==> src/design/pooled_binary_search_tree_macros.svh <==
// Assertion macros for the pooled binary search tree.
// No dependencies; included by the modules that carry assertions.
`ifndef POOLED_BINARY_SEARCH_TREE_MACROS_SVH
`define POOLED_BINARY_SEARCH_TREE_MACROS_SVH

// Same-cycle implication, disabled during reset.
`define PBST_ASSERT_NOW(label, ante, cons, msg) \
	label: assert property (@(posedge clk) disable iff (!arst_n) (ante) |-> (cons)) \
		else $error(msg);

// Next-cycle implication, disabled during reset.
`define PBST_ASSERT_NEXT(label, ante, cons, msg) \
	label: assert property (@(posedge clk) disable iff (!arst_n) (ante) |=> (cons)) \
		else $error(msg);

`endif

==> src/design/pbst_pkg.sv <==
// Shared types and constants of the pooled binary search tree.
// No dependencies.
`timescale 1ns / 1ps
`default_nettype none
package pbst_pkg;
	localparam int KEY_W      = 288;
	localparam int WORD_W     = 64;
	localparam int TAIL_W     = 32;
	localparam int OP_W       = 2;
	localparam int STATUS_W   = 2;
	localparam int IDX_OUT_W  = 10;
	localparam int OUT_DATA_W = 16;

	typedef enum logic [OP_W-1:0] {
		OP_SEARCH   = 2'd0,
		OP_INSERT   = 2'd1,
		OP_DELETE   = 2'd2,
		OP_SMALLEST = 2'd3
	} op_t;

	localparam logic [STATUS_W-1:0] ST_OK        = 2'd0;
	localparam logic [STATUS_W-1:0] ST_NOT_FOUND = 2'd1;
	localparam logic [STATUS_W-1:0] ST_FULL      = 2'd2;

	// Result of comparing a stored node key with the probe key.
	typedef struct packed {
		logic eq;
		logic node_lt;
	} cmp_res_t;

	// Requests to the free-index stack.
	typedef struct packed {
		logic pop;
		logic push;
	} fs_ctrl_t;
endpackage
`default_nettype wire

==> src/design/pbst_key_cmp.sv <==
// Lexicographic signed comparison of a node key against the probe key.
// Depends on pbst_pkg.
`timescale 1ns / 1ps
`default_nettype none
module pbst_key_cmp (
	input  wire logic [pbst_pkg::KEY_W-1:0] node_key,
	input  wire logic [pbst_pkg::KEY_W-1:0] probe_key,
	output pbst_pkg::cmp_res_t              res
);
	logic [4:0] w_lt;
	logic [4:0] w_eq;

	always_comb begin
		for (int w = 0; w < 4; w++) begin
			w_lt[w] = $signed(node_key[w*pbst_pkg::WORD_W +: pbst_pkg::WORD_W])
				< $signed(probe_key[w*pbst_pkg::WORD_W +: pbst_pkg::WORD_W]);
			w_eq[w] = node_key[w*pbst_pkg::WORD_W +: pbst_pkg::WORD_W]
				== probe_key[w*pbst_pkg::WORD_W +: pbst_pkg::WORD_W];
		end
		w_lt[4] = $signed(node_key[pbst_pkg::KEY_W-1 -: pbst_pkg::TAIL_W])
			< $signed(probe_key[pbst_pkg::KEY_W-1 -: pbst_pkg::TAIL_W]);
		w_eq[4] = node_key[pbst_pkg::KEY_W-1 -: pbst_pkg::TAIL_W]
			== probe_key[pbst_pkg::KEY_W-1 -: pbst_pkg::TAIL_W];
		// The first unequal word decides.
		res.eq      = &w_eq;
		res.node_lt = 1'b0;
		for (int w = 4; w >= 0; w--) begin
			if (!w_eq[w]) begin
				res.node_lt = w_lt[w];
			end
		end
	end
endmodule
`default_nettype wire

==> config.mk <==
export PLATFORM = sky130hd
export DESIGN_NAME = pbst_key_cmp
export DESIGN_NICKNAME = d
export VERILOG_FILES = /design/src/design/pooled_binary_search_tree_macros.svh /design/src/design/pbst_pkg.sv /design/src/design/pbst_key_cmp.sv
export SDC_FILE = /design/constraint.sdc
export NUM_CORES = 1
export LEC_CHECK = 0
export ABC_AREA = 1
export BUFFER_PORTS_ARGS = -buffer_cell sky130_fd_sc_hd__buf_4
export CAP_MARGIN = 10
export CORE_AREA = 4 4 226 228
export DETAILED_ROUTE_END_ITERATION = 7
export DIE_AREA = 0 0 230 232
export GPL_TIMING_DRIVEN = 1
export PLACE_DENSITY = 0.5
export REMOVE_ABC_BUFFERS = 1
export SYNTH_ARGS = -nofsm -noshare
export SYNTH_HDL_FRONTEND = slang
export SYNTH_SLANG_ARGS = --single-unit
==> constraint.sdc <==
create_clock -name vclk -period 1.6
set_input_delay 0.16 -clock vclk [all_inputs]
set_output_delay 0.16 -clock vclk [all_outputs]
set_load 0.02 [all_outputs]
==> results.md <==
Outcome:
- The run finished, with violations left.
- The checks that failed: setup timing.

Global route:
- The via count of the first global-routing pass was 10450.
- The maximum number of pins on one net before global-route repair is 4.
- The first global-routing pass estimated 53790 um of wire.
- The global-route usage over all layers is 0.1248.
- The number of antenna violations at the first check in global routing is 0.
- The total overflow left after global routing is 0.

Finish:
- The layout has 0 clock buffers.
- In the final layout, the share of cells above drive strength 1 is 0.3999.
- Summing all flip-flop and latch instances after layout gives 0 um^2.
- The area of all placed cells without fillers is 0.01429 mm^2.
- The final layout contains 2794 nets.
- The number of antenna diodes in the final layout is 0.
- From synthesis to final layout, the design area changed by 81.68%.
- The final standard cell count with taps included and fillers excluded is 2592.
- The utilization of the core after routing is 0.2924.
- The design has 0 sequential cells.
- After filler insertion, the fill cell instance count of the layout stands at 5426.

Placed design:
- After detailed placement, the design holds a cell count of 2587.
- The number of buffers added on ports is 578.
- Routability-driven placement finished with a final weighted congestion of 0.8791.
- The area of placed instances is 0.01348 mm^2.
- Summed over all nets, the half-perimeter wirelength after detailed placement is 34570 um.

Routing:
- The number of DRC violations after detailed routing is 0.
- After detailed routing, the average wire length per cell comes to 14.00 um.
- The routed via count is 10020.
- In the routed layout, each cell is associated on average with a via count of 3.866.
- The remaining antenna violation count after routing is 0.
- The first-iteration detailed-routing DRC count is 159.
- The routed wire length is 36290 um.
- The first TritonRoute pass finished after 4 iterations.

STA:
- The post-route minimum period is 2.197 ns.
- Dividing the final minimum period by the clock period gives 1.373.
- For the pin with the worst max-slew slack, the measured transition is 0.3643 ns.
- The number of hold violations in the final report came to 0.
- The number of failing setup endpoints in the final timing report is 2.
- Setup repair after global routing could not meet its margin everywhere.
- In this run the tightest slew margin relative to its limit is 0.7552.
- The max-slew violation count is 0.
- The final critical-path setup slack is -0.5974 ns.
- The maximum clock frequency is 455.1 MHz.

Synthesis:
- The largest total area in the synthesized netlist belongs to sky130_fd_sc_hd__ha_1.
- Of the post-synthesis cell area, the dominant cell type holds 0.4583.
- After synthesis, the cell types taking the most area are sky130_fd_sc_hd__ha_1 (46%), sky130_fd_sc_hd__inv_1 (18%), sky130_fd_sc_hd__nand2_1 (13%), sky130_fd_sc_hd__a21oi_1 (8.7%), sky130_fd_sc_hd__nor2_1 (3.2%).
- A synthesized cell averages 6.119 um^2.
- The cell area that synthesis handed to floorplanning was 0.007863 mm^2.
- Counting every instance in the synthesized netlist gives 1285.
- The sequential-to-total area share from yosys stat is 0.
- The count of cell types in the netlist is 27.
- Yosys printed 0 warnings.

Pwr:
- The peak supply drop is 0.09150 mV.
- The share of total power dissipated in the clock network is 0.
- The net switching power is 0.001442 W.
- Overall power consumption after layout is estimated at 0.003289 W.
- The combinational share of power is 1.000.
- The share of total power dissipated in sequential elements is 0.
- The internal portion of the total power is 0.001847 W.
- For this design the static power due to leakage is 8.655 nW.
- The power density over cell area is 230.2 mW/mm^2.
- Of the total power, the share spent switching nets is 0.4384.

Floorplan:
- The total die area is 0.05336 mm^2.
- After floorplanning, the core was divided into 81 placement rows.
- The area of the core is 0.04885 mm^2.
- During I/O placement, the number of pins put on the boundary was 578.
- The chip width is 230 um.
- From bottom edge to top edge, the die measures 232 um.
- The initial utilization of the core area, before any placement, comes to 0.1610.

Critical path:
- The critical-path maximum fanout is 2.
- The capturing element type of the critical path is a primary output.
- The required time of the worst setup path is 1.44 ns.
- The category of the most critical setup path is in2out.
- The worst setup path is launched from an input port.
- The arrival time at the worst endpoint is 2.04 ns.

Job:
- The total of max-cap violations is 0.

Clocking:
- In this run, post-CTS hold repair placed 0 buffers.

Min path:
- The min-delay analysis places its worst path in the category in2out.
==> cell usage in the layout (no fill, tap or decap), types with 2 or more instances in the layout <==
cell type                  synthesis  layout
sky130_fd_sc_hd__o21bai_1          7       7
sky130_fd_sc_hd__a21oi_1         137     127
sky130_fd_sc_hd__buf_4             0     625
sky130_fd_sc_hd__inv_4             0       5
sky130_fd_sc_hd__ha_4              0      25
sky130_fd_sc_hd__o21ai_0          41      40
sky130_fd_sc_hd__nand3_1          27      21
sky130_fd_sc_hd__o21a_1           10      10
sky130_fd_sc_hd__ha_1            288     263
sky130_fd_sc_hd__a21o_1            3       3
sky130_fd_sc_hd__nand3_2           1       6
sky130_fd_sc_hd__nor3_2            1       2
sky130_fd_sc_hd__nor3_4            0       4
sky130_fd_sc_hd__nor2_1           68      49
sky130_fd_sc_hd__nand2_2           4      27
sky130_fd_sc_hd__nor2_4            0      16
sky130_fd_sc_hd__nor3_1            9       4
sky130_fd_sc_hd__nand2_4           0       2
sky130_fd_sc_hd__nor4_1            4       2
sky130_fd_sc_hd__inv_1           369     356
sky130_fd_sc_hd__nor4_2            1       2
sky130_fd_sc_hd__nor2_2           10      13
sky130_fd_sc_hd__nand4_4           0       2
sky130_fd_sc_hd__buf_6             0      18
sky130_fd_sc_hd__inv_2             3      11
sky130_fd_sc_hd__nand2_1         267     242
sky130_fd_sc_hd__nand4_1          24      24
sky130_fd_sc_hd__nand3b_1          3       3
sky130_fd_sc_hd__a21oi_2           0       9
==> synthesized netlist by cell type <==
library cell,instances
sky130_fd_sc_hd__a21o_1,3
sky130_fd_sc_hd__nand3_1,27
sky130_fd_sc_hd__a21oi_1,137
sky130_fd_sc_hd__nand3_2,1
sky130_fd_sc_hd__nor3_1,9
sky130_fd_sc_hd__nand2_1,267
sky130_fd_sc_hd__ha_1,288
sky130_fd_sc_hd__o21ai_0,41
sky130_fd_sc_hd__nor4_1,4
sky130_fd_sc_hd__inv_2,3
sky130_fd_sc_hd__nand4_1,24
sky130_fd_sc_hd__o21a_1,10
sky130_fd_sc_hd__nand3b_1,3
sky130_fd_sc_hd__nor3_2,1
sky130_fd_sc_hd__clkinv_1,1
sky130_fd_sc_hd__nor2_2,10
sky130_fd_sc_hd__nor2_1,68
sky130_fd_sc_hd__a31oi_1,1
sky130_fd_sc_hd__inv_1,369
sky130_fd_sc_hd__o21bai_1,7
sky130_fd_sc_hd__a31o_2,1
sky130_fd_sc_hd__nor4_2,1
sky130_fd_sc_hd__o211ai_1,1
sky130_fd_sc_hd__nor3b_1,1
sky130_fd_sc_hd__a21boi_0,1
sky130_fd_sc_hd__nand2_2,4
sky130_fd_sc_hd__nand4_2,2
==> power by group through the flow <==
stage	registers, W	clock network, W	logic, W
floorplan	0	0	0.00135
CTS	0	0	0.00315
finish	0	0	0.00329
global placement	0	0	0.00303
detailed placement	0	0	0.00309
global route	0	0	0.00378
==> per-layer routing <==
metal / GRT usage / vias up / wire, um
met5: 0 / - / 0
met3: 0.02613 / 26 / 2482
met4: 0.01285 / 0 / 605
met2: 0.2474 / 321 / 19090
li1: - / 5375 / -
met1: 0.1407 / 4298 / 14110
==> path summary, 6_finish.rpt <==
| kind | from | to | depth (start not counted) |
|---|---|---|---|
| worst max-delay path | node_key[270] | res[0] | 16 |
| worst min-delay path | node_key[63] | res[0] | 8 |
==> critical path: stages <==
cell and delay [ns]:
sky130_fd_sc_hd__buf_4 0.13, sky130_fd_sc_hd__ha_4 0.26, sky130_fd_sc_hd__nand2_4 0.05, sky130_fd_sc_hd__buf_6 0.11, sky130_fd_sc_hd__nor3_4 0.28, sky130_fd_sc_hd__buf_4 0.16
sky130_fd_sc_hd__nand4_1 0.17, sky130_fd_sc_hd__nor2_2 0.17, sky130_fd_sc_hd__nor2_1 0.05, sky130_fd_sc_hd__nand2_1 0.07, sky130_fd_sc_hd__nor2_2 0.04, sky130_fd_sc_hd__nor2_2 0.07
sky130_fd_sc_hd__nand2_1 0.06, sky130_fd_sc_hd__nand3_2 0.07, sky130_fd_sc_hd__a21oi_2 0.05, sky130_fd_sc_hd__buf_6 0.13
==> cell families (layout without fill, tap and decap cells) <==
logic type	after synthesis	count (layout)	synth area share
AOI/OAI and AO/OA	202	202	0.1362
adders and majority gates	288	288	0.4583
buffers and inverters	373	1016	0.1781
and+or+nand+nor	422	422	0.2274
==> per-stage QoR <==
stage               TNS (ns)  worst slack (ns)  hold WS (ns)
finish                -1.188           -0.5974         1.045
global route          -1.512           -0.7568         1.108
CTS                   -1.482           -0.7960         1.080
detailed placement    -2.420            -1.227         1.077
global placement      -2.417            -1.234         1.109
floorplan            -0.6417           -0.3356        0.7655
==> final cells by class <==
cell class / count / area [um^2] / share of cell area
well taps: 664 / 830.8 / 0.05816
multi-input cells: 912 / 7147 / 0.5003
repair buffers: 643 / 4895 / 0.3426
inverters: 373 / 1413 / 0.09889
==> what timing repair did <==
item,in CTS,in global routing
setup buffers,0,5
setup endpoints to repair,2,2
gates resized for setup,29,127
pin swaps,12,55
cloned,0,0
Note: power is estimated with default switching activity, not from simulation.
