[src/design/pooled_binary_search_tree_macros.svh]
// Assertion macros for the pooled binary search tree.
// No dependencies; included by the modules that carry assertions.
`ifndef POOLED_BINARY_SEARCH_TREE_MACROS_SVH
`define POOLED_BINARY_SEARCH_TREE_MACROS_SVH

// Same-cycle implication, disabled during reset.
`define PBST_ASSERT_NOW(label, ante, cons, msg) \
	label: assert property (@(posedge clk) disable iff (!arst_n) (ante) |-> (cons)) \
		else $error(msg);

// Next-cycle implication, disabled during reset.
`define PBST_ASSERT_NEXT(label, ante, cons, msg) \
	label: assert property (@(posedge clk) disable iff (!arst_n) (ante) |=> (cons)) \
		else $error(msg);

`endif

[src/design/pbst_ram.sv]
// Generic simple dual-port RAM with registered read.
// No dependencies.
`timescale 1ns / 1ps
`default_nettype none
module pbst_ram #(
	parameter int WIDTH = 8,
	parameter int DEPTH = 16
) (
	input  wire logic                     clk,
	input  wire logic                     we,
	input  wire logic [$clog2(DEPTH)-1:0] waddr,
	input  wire logic [WIDTH-1:0]         wdata,
	input  wire logic                     re,
	input  wire logic [$clog2(DEPTH)-1:0] raddr,
	output logic      [WIDTH-1:0]         rdata
);
	logic [WIDTH-1:0] mem_q [DEPTH];

	always_ff @(posedge clk) begin
		if (we) begin
			mem_q[waddr] <= wdata;
		end
		if (re) begin
			rdata <= mem_q[raddr];
		end
	end
endmodule
`default_nettype wire

[config.mk]
export PLATFORM = sky130hd
export DESIGN_NAME = pbst_ram
export DESIGN_NICKNAME = d
export VERILOG_FILES = /design/src/design/pooled_binary_search_tree_macros.svh /design/src/design/pbst_ram.sv
export SDC_FILE = /design/constraint.sdc
export NUM_CORES = 1
export LEC_CHECK = 0
export ABC_AREA = 1
export BUFFER_PORTS_ARGS = -buffer_cell sky130_fd_sc_hd__buf_2
export CAP_MARGIN = 30
export CORE_ASPECT_RATIO = 0.7
export CORE_MARGIN = 1
export CORE_UTILIZATION = 50
export CTS_CLUSTER_SIZE = 30
export DETAILED_ROUTE_END_ITERATION = 7
export PLACE_DENSITY = 0.78
export SYNTH_ARGS = -nofsm -noshare
export SYNTH_HDL_FRONTEND = slang
export SYNTH_SLANG_ARGS = --single-unit
[constraint.sdc]
create_clock -name clk -period 2 [get_ports clk]
set_clock_uncertainty 0.05 [all_clocks]
set_input_delay 0.3 -clock clk [delete_from_list [all_inputs] [get_ports clk]]
set_output_delay 0.3 -clock clk [all_outputs]
set_load 0.02 [all_outputs]
==> results of run 1 <==
==> where the power goes <==
group / leakage, nW / internal (mW) / switching (mW)
Sequential: 1.24 / 3.21 / 0.0193
Clock: 0.300 / 2.19 / 1.16
Combinational: 1.41 / 0.112 / 0.291
==> layout by cell type (no fill, tap or decap), drive strengths merged <==
cell / n
nand2: 173
edfxtp: 136
inv: 102
nand3: 97
buf: 46
nor2: 17
clkbuf: 17
clkinv: 6
bufinv: 5
clkinvlp: 4
nand3b: 2
==> stage by stage <==
| step | setup slack (ps) | cell area [um2] | std cells |
|---|---|---|---|
| CTS | 619 | 6810 | 758 |
| detailed placement | 334 | 6180 | 726 |
| global route | 597 | 6810 | 758 |
| floorplan | 699 | 5850 | 551 |
| global placement | 381 | 6180 | 726 |
| finish | 621 | 6810 | 758 |
==> per-layer routing <==
metal  wire length (um)  up-vias  track usage
li1                   -     1863            -
met1               5770     1916        0.318
met2               6260      198        0.381
met3               1170       14       0.0695
met4                147        0       0.0756
met5                  0        -            0
==> cells in the mapped netlist <==
master    count  area share
buf_1         1     0.00064
buf_2        13       0.011
buf_4         4      0.0051
buf_6         6       0.012
edfxtp_1    136        0.70
inv_1       100       0.064
inv_2         2      0.0013
nand2_1     173        0.11
nand3_1      97       0.083
nand3b_1      2      0.0026
nor2_1       17       0.011
==> flip-flops by register name, indices dropped and copies added, names as in the netlist <==
name	count
mem_q	128
rdata	8
==> path summary, 6_finish.rpt <==
path	start	to	slack, ps
max reg2reg	mem_q[1][3]$_DFFE_PP_	rdata[3]$_DFFE_PP_	710
min	re	rdata[3]$_DFFE_PP_	190
max	rdata[1]$_DFFE_PP_	rdata[1]	620
min reg2reg	mem_q[10][6]$_DFFE_PP_	rdata[6]$_DFFE_PP_	710
==> area by class of cell <==
cell class	count	area, um2	share of cell area
Timing Repair Buffer	46	305	0.0448
Clock inverter	15	208	0.0305
Clock buffer	17	425	0.0625
Sequential cell	136	4080	0.600
Tap cell	153	191	0.0281
Multi-Input combinational cell	289	1210	0.178
Inverter	102	383	0.0562
==> cells by family after synthesis <==
group / Yosys count
flops: 136
simple gates: 289
buf+inv: 126
==> results, run 1 <==
- The flow ran to the end, and the final reports show no timing, DRC or antenna violations.
- The leakage power is 2.94 nW.
- The H-tree was split into 4 levels.
- The sum of negative setup slack is 0 ps.
- Once detail routing completed, the nets flagged for antenna violations numbered 0.
- During synthesis, Yosys emitted a total of 0 warnings.
- The tool flagged a number of max-cap violations equal to 0.
- The post-synthesis adder-cell area fraction is 0.
- The total routing resource utilization after global routing is 0.239.
- On the worst path, the slowest cell contributes a delay of 420 ps.
- The completed layout was analyzed and its total power is 6.98 mW.
- After detailed routing, the number of vias per cell comes to 5.27.
- Clock tree synthesis inserted a total of 17 buffers.
- The final layout contains 611 nets.
- In this run the worst path has a maximum fanout of 1.
- The number of design-rule violations left by the first detailed-router iteration is 502.
- The synthesized design contains 136 register bits.
- The power density over the cells is 1030 nW/um2.
- For this design, the slowest cell found on the critical path is edfxtp_1.
- Final hold analysis gives a worst-case slack of 191 ps.
- The count of clock tree sinks is 136.
- The number of buffers added for setup after CTS is 0.
- The unique cell type count in the Yosys netlist is 11.
- Setup repair after global routing left no endpoint under its margin.
- The number of antenna violations at the first check in global routing came to 0.
- Clock-pin slew was measured on the worst setup and hold paths at 60 ps.
- Measured along the y axis, the die boundary spans 92.5 um.
- The post-synthesis compound-gate area fraction was 0.
- The category of cells accounting for the largest share of critical-path delay is flip-flops.
- The final-report hold violation count was 0.
- The first global-routing pass estimated 20900 um of wire.
- The cell depth of the worst flop-to-flop path is 6.
- Measured along the x axis, the die boundary spans 131 um.
- Along the worst hold path, the cell count comes to 1.
- The count of input and output buffers is 26.
- Walking the worst path, the cells encountered are buf_2.
- The ratio of cells with drive above 1 in the final layout is 0.129.
- The detailed router placed 3991 vias in this run.
- In this run the number of cells on the critical path is 1.
- The TritonCTS clock tree is done.
- The XOR/XNOR share of the synthesized area is 0.
- The launching element type of the critical path is a flip-flop.
- At the pin with the least slew margin, the transition time is 631 ps.
- The category of the most critical setup path is reg2out.
- The tree is rooted in a clkbuf_16.
- The number of gates resized after cts is 0.
- Entering global routing, the biggest net connects 65 pins.
- Dividing the detail-routed wire length by the instance count gives 17.6 um.
- After floorplanning, the core was sized to cover 11200 um2.
- The quantity of hold-fixing buffers added after cts is 0.
- The worst endpoint required time is 1650 ps.
- Row generation in the floorplan step produced 32 rows.
- Static timing analysis puts the maximum clock frequency at 0.725 GHz.
- Of the available clock period, the critical path in the final layout requires 0.689.
- The final count of pins violating max slew is 0.
- The mux share of post-synthesis cell area is 0.
- Of the total synthesized cell area, the portion taken by AND, OR, NAND and NOR gates is 0.208.
- Measured against its own limit, the worst slew margin works out to 0.578.
- The dominant combinational cell family by area after synthesis is simple AND/OR/NAND/NOR gates.
- Counting every instance in the synthesized netlist gives 551.
- The portion of the post-synthesis area used by sequential elements is 0.698.
- At the worst endpoint, the arrival time is 1030 ps.
- In this run the cell area of the synthesized design comes to 5850 um2.
- The global placer's final weighted congestion is 0.847.
- The count of inserted antenna diode cells is 0.
- The capturing element type of the critical path is a primary output.
- The number of buffers and inverters on the critical path is 1.
- The layout has 889 filler cells.
- IR analysis of the VDD net gives a maximum drop of 604 uV.
- The path class of the lowest-slack min-delay path is in2reg.
- The share of the core filled with cells is 0.607.
- The count of endpoints failing setup in the final report is 0.
- In this run the count of I/O pins placed on the die edge is 27.
- The number of nets handed over by synthesis was 570.
- The wire-length estimate of the detail-placed layout is 8100 um.
- After global routing the overflow that remains totals 0.
- For this block, the routed nets add up to 13300 um of wire.
- The initial utilization of the core area, before any placement, comes to 0.522.
- The synthesis-to-layout area growth is 16.5%.
- The first-pass iteration count of the detailed router is 5.
- The clock tree buffer depth is 2.
- For this run, design rule violations remaining after detail routing come to 0.
- In this run the mean area of a mapped cell was 10.6 um2.
- The die covers 12100 um2.
- At the later pin of the worst-skew pair, clock insertion delay measures 420 ps.
- The number of global-route vias before repair was 3917.
- For the finished layout, the period the worst path requires is 1380 ps.
Power figures use the tool's default switching activity.
==> inputs of run 2 (changes only) <==
==> constraint.sdc (replaced) <==
create_clock -name clk -period 1.3 [get_ports clk]
set_clock_uncertainty 0.05 [all_clocks]
set_input_delay 0.195 -clock clk [delete_from_list [all_inputs] [get_ports clk]]
set_output_delay 0.195 -clock clk [all_outputs]
set_load 0.02 [all_outputs]
==> run 2 against run 1 <==
Against the previous run:
- clock power is 33% higher
- critical path type unchanged
- final area is 0.40% lower
- highest routed layer unchanged
- die area stayed put
- largest power group is now sequential cells
- global-route usage is 0.42 points higher
- cell count is 0.66% higher
==> results, run 2 (synthesized netlist as in run 1, its figures left out) <==
- The final layout contains routed wiring with a total length of 13400 um.
- Clock-pin slew was measured on the worst setup and hold paths at 50 ps.
- CTS saw 136 sinks.
- Data on the critical path is required at its endpoint by 1050 ps.
- At the pin with the least slew margin, the transition time is 596 ps.
- The number of global-route vias before repair came to 4026.
- The number of max-cap violations is 0.
- Once detail routing completed, the nets flagged for antenna violations numbered 0.
- The DRC violations left is 0.
- Setup violations remaining at the end of the flow were counted as 0.
- The setup path with the least slack is of type reg2out.
- The die is 92.5 um tall.
- The total clock buffers created by CTS is 17.
- Among cell families on the critical path, the largest total delay comes from flip-flops.
- The number of flip-flops in the largest register is 128.
- The first-pass iteration count of the detailed router is 5.
- No sink is reached through more buffers than the 2 on the longest clock path.
- The placed standard-cell area is 6230 um2.
- In the routed layout, each cell is associated on average with a via count of 5.24.
- The maximum ir drop on the vdd rail is 1000 uV.
- The minimum period implied by the final worst setup slack is 1260 ps.
- The area taken by multi-input logic gates is 1220 um2.
- The largest registers in the layout are mem_q: 128 flops, rdata: 8 flops.
- The sequential cell area in the final layout is 4080 um2.
- In the layout the commonest cells are nand2_1 (173), edfxtp_1 (136), inv_1 (100).
- The overall overflow remaining after global route is 0.
- The area of the core is 11200 um2.
- The final cell area excluding filler cells is 6780 um2.
- The count of buffer and inverter cells on the critical path is 1.
- The analysis attributes to cell leakage a power of 2.94 nW.
- After clock tree synthesis, the flow added hold-fix buffers numbering 0.
- The capturing element type of the critical path is a primary output.
- The run finished with clean final reports.
- The synthesis-to-layout area growth is 16.0%.
- The H-tree depth is 4.
- Of the cells placed in the final design, the portion with a size suffix greater than 1 is 0.131.
- The top register by number of flip-flops is mem_q.
- Routability-driven placement finished with a final weighted congestion of 0.863.
- The fmax is 0.796 GHz.
- The final-report hold violation count came to 0.
- The critical path arrival is 1010 ps.
- The final count of pins violating max slew is 0.
- TritonCTS built the clock tree.
- The total die area is 12100 um2.
- The slowest stage cell on the critical path is edfxtp_1.
- The count of vias placed by the detailed router is 3997.
- The final worst-path cycle share is 0.967.
- The floorplan has 32 rows.
- For this run, the total global-route usage over all layers was measured as 0.243.
- Buffers added to address setup during post-CTS repair amount to 0.
- The insertion delay of the later-clocked pin in the worst-skew pair is 420 ps.
- The half-perimeter wire length after placement is 8230 um.
- The die is 131 um wide.
- The number of ports placed on the die boundary is 27.
- The biggest cell delay along the critical path is 410 ps.
- In this run the power density over the cells is 1480 nW/um2.
- The final worst hold slack is 85.5 ps.
- Counting the fill cells in the layout gives 903.
- The number of antenna diodes in the final layout is 0.
- The number of antenna violations at the first check in global routing was 0.
- In this run, the number of DRC markers left after iteration 0 of detailed routing was 452.
- During placement, the flow inserted port buffers numbering 26.
- The detail-routed net length per standard cell is 17.6 um.
- The most common cell after layout, fill and taps aside is nand2_1.
- The wire length of the first global-routing pass is 21300 um.
- The worst slew margin relative to its limit is 0.602.
- The signal on the critical path passes through buf_2.
- Of all nets on the critical path, the largest fanout is 1.
- The maximum number of pins on one net before global-route repair is 39.
- The launching element type of the critical path is a flip-flop.
- After clock tree synthesis, the repair step resized 0 gates.
- Setup repair after global routing left no endpoint under its margin.
- The number of nets in the final layout is 617.
- The tightest min-delay check is of the in2reg type.
- The initial utilization of the core area, before any placement, comes to 0.522.
- Clock tree synthesis selected as its root buffer the cell clkbuf_16.
[run 2: cell type report]
| class | instances | share of cell area |
|---|---|---|
| clock buffers | 19 | 0.0638 |
| inverters | 102 | 0.0564 |
| repair buffers | 52 | 0.0535 |
| flip-flops and latches | 136 | 0.602 |
| clock inverters | 12 | 0.0162 |
| multi-input cells | 289 | 0.180 |
| well taps | 153 | 0.0282 |
[run 2: worst paths after layout]
path	start	to	slack (ps)	cells after the start
hold / removal	re	rdata[6]$_DFFE_PP_	90	1
setup reg to reg	mem_q[7][6]$_DFFE_PP_	rdata[6]$_DFFE_PP_	50	6
hold reg to reg	mem_q[14][3]$_DFFE_PP_	rdata[3]$_DFFE_PP_	710	6
setup / recovery	rdata[0]$_DFFE_PP_	rdata[0]	40	1
[run 2: per-stage QoR]
step,setup TNS (ps),util,worst slack [ps],total power [mW],cells
finish,0,0.605,43.3,10.1,763
detailed placement,-1140,0.556,-170,5.69,732
CTS,0,0.605,34.9,10.1,763
floorplan,0,-,104,5.43,551
global route,0,0.605,6.47,10.4,763
global placement,-1010,0.556,-177,5.66,732
[run 2: metal layers]
metal	part of all wire	up-vias	routed length, um	global-route usage
met4	0.027	0	357	0.108
met1	0.44	1916	5850	0.331
met5	0	-	0	0
met3	0.075	33	1010	0.0564
met2	0.46	171	6170	0.377
li1	-	1877	-	-
[run 2: power by group]
part | switching [mW] | internal (mW) | leakage, nW | total, mW
Combinational | 0.452 | 0.190 | 1.44 | 0.642
Clock | 1.69 | 2.76 | 0.262 | 4.45
Sequential | 0.0283 | 4.94 | 1.24 | 4.97
Total | 2.17 | 7.89 | 2.94 | 10.1
